--- config.mk ---
export PLATFORM = sky130hd
export DESIGN_NAME = serial_line_template_matcher_unit
export DESIGN_NICKNAME = d
export VERILOG_FILES = /design/src/sv/sltm_pkg.sv /design/src/sv/sltm_cfg_regs.sv /design/src/sv/sltm_line_scan.sv /design/src/sv/serial_line_template_matcher_unit.sv
export SDC_FILE = /design/constraint.sdc
export NUM_CORES = 1
export LEC_CHECK = 0
export BUFFER_PORTS_ARGS = -buffer_cell sky130_fd_sc_hd__buf_2
export CAP_MARGIN = 20
export CORE_MARGIN = 1.5
export CORE_UTILIZATION = 40
export CTS_CLUSTER_SIZE = 10
export DETAILED_ROUTE_END_ITERATION = 12
export HOLD_SLACK_MARGIN = 0.06
export SYNTH_ARGS = -nofsm -noshare
export SYNTH_HDL_FRONTEND = slang
export SYNTH_SLANG_ARGS = --single-unit
--- constraint.sdc ---
create_clock -name clk -period 3.4 [get_ports clk]
set_input_delay 0.17 -clock clk [delete_from_list [all_inputs] [get_ports clk]]
set_output_delay 0.17 -clock clk [all_outputs]
set_load 0.05 [all_outputs]
--- src/sv/sltm_pkg.sv ---
// Shared types and constants for the serial line template matcher.
// Used by sltm_cfg_regs, sltm_line_scan and serial_line_template_matcher_unit.
package sltm_pkg;

  // Character codes
  localparam logic [7:0] CHAR_CR   = 8'd13;
  localparam logic [7:0] CHAR_LF   = 8'd10;
  localparam logic [7:0] CHAR_ZERO = 8'h30;
  localparam logic [7:0] CHAR_NINE = 8'h39;

  // Template holds up to eight characters; the number after it up to three digits
  localparam int unsigned TMPL_MAX   = 8;
  localparam int unsigned NUM_DIGITS = 3;

  localparam int unsigned TMPL_BITS  = 8 * TMPL_MAX;
  localparam int unsigned TLEN_W     = 4;
  localparam int unsigned ACC_W      = 10;
  localparam int unsigned LEN_OUT_W  = 7;
  localparam int unsigned NUM_OUT_W  = 11;
  localparam int unsigned OUT_DATA_W = 24;

  // Configuration register indexes
  localparam logic REG_TEMPLATE_TEXT   = 1'b0;
  localparam logic REG_TEMPLATE_LENGTH = 1'b1;

  // Active template, length already clamped to TMPL_MAX
  typedef struct packed {
    logic [TMPL_BITS-1:0] text;
    logic [TLEN_W-1:0]    len;
  } tmpl_cfg_t;

  // One finished line
  typedef struct packed {
    logic signed [NUM_OUT_W-1:0] trailing_number;
    logic                        equals_template;
    logic                        starts_with_template;
    logic                        overflowed;
    logic [LEN_OUT_W-1:0]        line_length;
  } line_result_t;

endpackage

--- src/sv/sltm_cfg_regs.sv ---
// Configuration registers of the serial line template matcher.
// Depends on sltm_pkg for register indexes and the template struct.
module sltm_cfg_regs (
  input  logic                            clk,
  input  logic                            rst_n,
  input  logic                            wr_en,
  input  logic                            wr_index,
  input  logic [sltm_pkg::TMPL_BITS-1:0]  wr_data,
  output sltm_pkg::tmpl_cfg_t             tmpl
);

  logic [sltm_pkg::TMPL_BITS-1:0] text_r;
  logic [sltm_pkg::TLEN_W-1:0]    len_r;

  // Store register writes
  always_ff @(posedge clk) begin
    if (!rst_n) begin
      text_r <= '0;
      len_r  <= '0;
    end else if (wr_en) begin
      unique case (wr_index)
        sltm_pkg::REG_TEMPLATE_TEXT:   text_r <= wr_data;
        sltm_pkg::REG_TEMPLATE_LENGTH: len_r  <= wr_data[sltm_pkg::TLEN_W-1:0];
        default: ;
      endcase
    end
  end

  // Clamp the length to the template width
  always_comb begin
    tmpl.text = text_r;
    if (len_r > sltm_pkg::TLEN_W'(sltm_pkg::TMPL_MAX))
      tmpl.len = sltm_pkg::TLEN_W'(sltm_pkg::TMPL_MAX);
    else
      tmpl.len = len_r;
  end

endmodule

--- src/sv/sltm_line_scan.sv ---
// Input register and per-line scan state of the template matcher.
// Depends on sltm_pkg for character codes and the result struct.
module sltm_line_scan #(
  parameter int unsigned BUF_DEPTH = 64
) (
  input  logic                 clk,
  input  logic                 rst_n,
  input  logic                 in_valid,
  output logic                 in_ready,
  input  logic [7:0]           in_byte,
  input  logic                 advance,
  input  sltm_pkg::tmpl_cfg_t  tmpl,
  output logic                 res_valid,
  output sltm_pkg::line_result_t res
);

  localparam int unsigned CW = $clog2(BUF_DEPTH + 1);

  logic                          byte_valid_r;
  logic [7:0]                    byte_r;
  logic [CW-1:0]                 cnt_r, cnt_nxt;
  logic                          ovf_r, ovf_nxt;
  logic                          prefix_ok_r, prefix_ok_nxt;
  logic [sltm_pkg::ACC_W-1:0]    acc_r, acc_nxt;
  logic                          digits_ok_r, digits_ok_nxt;

  logic                          fire;
  logic                          is_eol;
  logic                          is_digit;
  logic [CW-1:0]                 tl;
  logic [CW-1:0]                 tail_pos;
  logic [7:0]                    tmpl_char;
  logic [sltm_pkg::ACC_W-1:0]    digit_val;

  assign in_ready = !byte_valid_r || advance;
  assign fire     = byte_valid_r && advance;

  // Hold the received byte until the scan stage takes it
  always_ff @(posedge clk) begin
    if (!rst_n) begin
      byte_valid_r <= 1'b0;
    end else if (in_ready) begin
      byte_valid_r <= in_valid;
    end
  end

  always_ff @(posedge clk) begin
    if (in_ready && in_valid) begin
      byte_r <= in_byte;
    end
  end

  // Decode the current byte
  assign is_eol    = (byte_r == sltm_pkg::CHAR_CR) || (byte_r == sltm_pkg::CHAR_LF);
  assign is_digit  = (byte_r >= sltm_pkg::CHAR_ZERO) && (byte_r <= sltm_pkg::CHAR_NINE);
  assign tl        = CW'(tmpl.len);
  assign tail_pos  = cnt_r - tl;
  assign tmpl_char = tmpl.text[8*cnt_r[2:0] +: 8];
  assign digit_val = sltm_pkg::ACC_W'(byte_r - sltm_pkg::CHAR_ZERO);

  // Advance the line state by one character, or only flag overflow once the buffer is full; clear it at a line end
  always_comb begin
    cnt_nxt       = cnt_r;
    ovf_nxt       = ovf_r;
    prefix_ok_nxt = prefix_ok_r;
    acc_nxt       = acc_r;
    digits_ok_nxt = digits_ok_r;
    if (is_eol) begin
      cnt_nxt       = '0;
      ovf_nxt       = 1'b0;
      prefix_ok_nxt = 1'b1;
      acc_nxt       = '0;
      digits_ok_nxt = 1'b1;
    end else if (cnt_r >= CW'(BUF_DEPTH)) begin
      ovf_nxt = 1'b1;
    end else begin
      if (cnt_r < tl) begin
        if (tmpl_char != byte_r) prefix_ok_nxt = 1'b0;
      end else if (!is_digit) begin
        digits_ok_nxt = 1'b0;
      end else if (tail_pos < CW'(sltm_pkg::NUM_DIGITS)) begin
        acc_nxt = sltm_pkg::ACC_W'(acc_r * sltm_pkg::ACC_W'(10)) + digit_val;
      end
      cnt_nxt = cnt_r + CW'(1);
    end
  end

  always_ff @(posedge clk) begin
    if (!rst_n) begin
      cnt_r       <= '0;
      ovf_r       <= 1'b0;
      prefix_ok_r <= 1'b1;
      acc_r       <= '0;
      digits_ok_r <= 1'b1;
    end else if (fire) begin
      cnt_r       <= cnt_nxt;
      ovf_r       <= ovf_nxt;
      prefix_ok_r <= prefix_ok_nxt;
      acc_r       <= acc_nxt;
      digits_ok_r <= digits_ok_nxt;
    end
  end

  // Build the line result from the state before the line end
  assign res_valid = fire && is_eol;

  always_comb begin
    res.line_length          = sltm_pkg::LEN_OUT_W'(cnt_r);
    res.overflowed           = ovf_r;
    res.starts_with_template = prefix_ok_r && (cnt_r >= tl);
    res.equals_template      = prefix_ok_r && (cnt_r == tl);
    if (!digits_ok_r || (cnt_r > tl + CW'(sltm_pkg::NUM_DIGITS)))
      res.trailing_number = '1;
    else if (cnt_r <= tl)
      res.trailing_number = '0;
    else
      res.trailing_number = sltm_pkg::NUM_OUT_W'(acc_r);
  end

  // Checks on the scan state
  a_cnt_bound: assert property (@(posedge clk) disable iff (!rst_n)
    cnt_r <= CW'(BUF_DEPTH))
    else $error("character count beyond buffer depth");

  a_clear_after_eol: assert property (@(posedge clk) disable iff (!rst_n)
    res_valid |=> (cnt_r == '0) && !ovf_r && prefix_ok_r && digits_ok_r && (acc_r == '0))
    else $error("line state not cleared after line end");

  a_ovf_full: assert property (@(posedge clk) disable iff (!rst_n)
    ovf_r |-> (cnt_r == CW'(BUF_DEPTH)))
    else $error("overflow flagged before buffer filled");

  a_acc_range: assert property (@(posedge clk) disable iff (!rst_n)
    acc_r < sltm_pkg::ACC_W'(1000))
    else $error("number accumulator beyond three digits");

endmodule

--- src/sv/serial_line_template_matcher_unit.sv ---
// Serial line template matcher, top level.
// A line-end byte is first held in the input register; when the scan advances, its line's
// result is built from the scan state and registered in the output register.
// Throughput: one byte per cycle; the scan register advances whenever the output
// register is empty or being taken. rst_n is synchronous, active low, and clears the
// line state, the template registers and both valid flags.
module serial_line_template_matcher_unit #(
  parameter int unsigned BUF_DEPTH = 64
) (
  input  logic                                clk,
  input  logic                                rst_n,
  // Input stream
  input  logic                                in_tvalid,
  output logic                                in_tready,
  input  logic [7:0]                          in_tdata,   // [7:0] rx_byte
  // Result stream
  output logic                                out_tvalid,
  input  logic                                out_tready,
  // [6:0] line_length, [7] overflowed, [8] starts_with_template,
  // [9] equals_template, [20:10] trailing_number, [23:21] zero
  output logic [sltm_pkg::OUT_DATA_W-1:0]     out_tdata,
  // Configuration writes
  input  logic                                cfg_valid,
  output logic                                cfg_ready,
  input  logic                                cfg_index,
  input  logic [sltm_pkg::TMPL_BITS-1:0]      cfg_data
);

  sltm_pkg::tmpl_cfg_t    tmpl;
  sltm_pkg::line_result_t scan_res;
  sltm_pkg::line_result_t res_r;
  logic                   scan_res_valid;
  logic                   out_valid_r;
  logic                   advance;

  assign cfg_ready = 1'b1;

  sltm_cfg_regs u_cfg (
    .clk      (clk),
    .rst_n    (rst_n),
    .wr_en    (cfg_valid && cfg_ready),
    .wr_index (cfg_index),
    .wr_data  (cfg_data),
    .tmpl     (tmpl)
  );

  // Advance when the output register is free or its result transfers now
  assign advance = !out_valid_r || out_tready;

  sltm_line_scan #(
    .BUF_DEPTH (BUF_DEPTH)
  ) u_scan (
    .clk       (clk),
    .rst_n     (rst_n),
    .in_valid  (in_tvalid),
    .in_ready  (in_tready),
    .in_byte   (in_tdata),
    .advance   (advance),
    .tmpl      (tmpl),
    .res_valid (scan_res_valid),
    .res       (scan_res)
  );

  // Output register
  always_ff @(posedge clk) begin
    if (!rst_n) begin
      out_valid_r <= 1'b0;
    end else if (advance) begin
      out_valid_r <= scan_res_valid;
    end
  end

  always_ff @(posedge clk) begin
    if (advance && scan_res_valid) begin
      res_r <= scan_res;
    end
  end

  assign out_tvalid = out_valid_r;
  assign out_tdata  = {{(sltm_pkg::OUT_DATA_W - $bits(res_r)){1'b0}}, res_r};

endmodule

==> run summary <==
WL/cell - 15.45 um
Status - complete, no violations
Final Max Slew Viols - 0
Fin crit period - 3.093 ns
Final Hold Fails - 0
Combined area of the multi-input logic cells - 3353 um^2
Mapped cell area - 6238 um^2
CP arrival - 3.43 ns
Detailed-route DRC error count - 0
Dpl hpwl - 11.34 mm
Core area - 15200 um^2
Die footprint - 16350 um^2
Ys flop type - dfxtp_1
Register area - 2674 um^2
Reg-to-reg slack, setup - 0.31 ns
Htree depth - 4
Syn Inst Count - 678
Fmax - 323.3 MHz
Drt pass-1 iters - 4
Dominant cells by area after synthesis - dfxtp_1, edfxtp_1, nand2_1, a21boi_0, ha_1
Yosys warns - 0
Num CTS Buffers - 17
IO buf count - 100
Worst-path clk slew - 0.05 ns
Req. time, crit path - 3.74 ns
Clock Root Buffer - clkbuf_16
Area delta synth->final - 31.71%
Final Skew - 0.008046 ns
Startpoint types - flip-flop
Detailed-route wire length - 16.13 mm
Slew HR - 39.13%
Max Cap Viol - 0
Via count of the routed design - 5328
CTS sink count - 119
ANT nets after route - 0
Die width - 127.9 um
RSZ-0062 raised after global routing - false
Placer Congestion - 0.8655
Worst min-delay path category - in -> reg
IO Count - 105
Setup ws final - 0.3068 ns
Top cell type by total area after synthesis - dfxtp_1
Layout cell share with drive strength beyond 1 - 17.78%
Pin count of the biggest net entering global routing - 66
Commonest cells in the netlist - nand2_1, dfxtp_1, a21boi_0
Via-per-instance ratio - 5.103
Setup TNS - 0 ns
Crit Path Category - reg -> reg
Maximum vdd drop - 0.3460 mV
DP Worst Slack - 0.2955 ns
Avg Inst Size Synth - 9.201 um^2
Final period util - 90.98%
PostCTS Resize Cnt - 0
Pleak - 3.393 nW
Initial antenna violation count - 1
Max FO, Critical Path - 5
Fill count - 1373
Total GRT Usage - 20.12%
Die height - 127.9 um
CTS Buffer Depth - 2
Top-count cell post-synth - nand2_1
Seq/Total Area, Yosys - 42.84%
Row count - 45
Setup-failing EPs final - 0
Layout Nets - 956
First-pass GRT wire length - 25.76 mm
Postcts setup bufs - 0
Yosys top cell area share - 28.88%
Asr flop ratio synth - 0%
CTS tree - yes
Number of synthesized flops with an enable pin - 29
Critical Path Sink Type - flip-flop
Worst skew pair latency - 0.41 ns
Cell variety after synth - 54
PwrDens - 458.8 nW/um^2
Worst hold slack - 0.1075 ns
Remaining Overflow, GRT - 0
Worst-Margin Slew - 0.9111 ns
Register bit total from synthesis - 119
DRT iter0 DRCs - 337
Vias in the first global route - 5145
Starting density of the core - 41.04%
[worst paths after layout]
path	start	endpoint	depth (start not counted)
min	cfg_valid	u_cfg.len_r[3]	3
max	u_scan.acc_r[1]	u_scan.acc_r[8]	12
min reg2reg	u_scan.ovf_r	out_tdata[7]	0
max reg2reg	u_scan.acc_r[1]	u_scan.acc_r[8]	12
[routing by layer]
layer / track usage, % / wire, um
met1: 26.40 / 7620
met2: 31.91 / 7374
met3: 4.424 / 667
met4: 8.790 / 471
met5: 0 / 0
[worst max-delay path: stages, from the launching register on]
cell      delay, ns
dfxtp_1        0.37
ha_1           0.30
ha_1           0.16
inv_1          0.06
fa_1           0.49
inv_1          0.05
ha_1           0.35
nand3_1        0.09
o211ai_1       0.24
o211ai_1       0.15
xor2_1         0.15
or4b_1         0.47
a21boi_1       0.14
[what timing repair did]
| item | 4_1_cts | 5_1_grt |
|---|---|---|
| hold buffers | 73 | 0 |
| setup endpoints to repair | 0 | 0 |
| endpoints found under the hold margin | 75 | 0 |
[area by class of cell]
| type | instances | area share [%] |
|---|---|---|
| diodes | 1 | 0.03046 |
| multi-input cells | 507 | 40.81 |
| inverters | 16 | 0.7309 |
| repair buffers | 181 | 15.71 |
| clock buffers | 26 | 6.594 |
| clock inverters | 6 | 0.7157 |
| flip-flops and latches | 119 | 32.54 |
| well taps | 188 | 2.863 |
[sequential cells by signal, summed over array words and instances (netlist names), 4 cells and up]
| name | cells |
|---|---|
| u_cfg.len_r | 4 |
| u_cfg.text_r | 64 |
| u_scan.acc_r | 10 |
| u_scan.byte_r | 8 |
| out_tdata | 21 |
| u_scan.cnt_r | 7 |
[metrics by stage]
stage | instances | util (%) | power, W | instance area, um^2
2_1_floorplan | 681 | - | 0.001815 | 6250
3_3_place_gp | 938 | 45.28 | 0.001933 | 6883
3_5_place_dp | 938 | 45.28 | 0.001942 | 6883
4_1_cts | 1043 | 54.03 | 0.003789 | 8214
5_1_grt | 1043 | 54.03 | 0.003903 | 8214
6_report | 1044 | 54.05 | 0.003770 | 8217
[cell usage in the layout, fill, tap and decap left out, drive strengths merged, types with 11 or more instances in the layout]
cell,count
buf,108
ha,33
a21oi,20
a22oi,12
nand2,172
nor2,13
dlygate4sd3,73
nor2b,11
edfxtp,29
a21boi,72
o21a,11
xnor2,15
clkbuf,26
nand3,23
mux2i,32
inv,17
dfxtp,90
[logic make-up after synthesis]
logic type      Yosys count  synth area share [%]
compound gates          150                 17.63
xor+xnor                 21                 2.948
other cells               2                0.1204
flops                   119                 42.84
buf+inv                  55                 3.751
simple gates            259                 18.55
mux                      36                 6.579
fa+ha+maj                36                 7.581
[report_power, final]
part | total (W) | switching (W) | internal (W)
combinational | 0.000437 | 0.000225 | 0.000212
clock | 0.00179 | 0.000621 | 0.00117
sequential | 0.00154 | 0.0000406 | 0.00150
(Power assumes the default switching activity.)
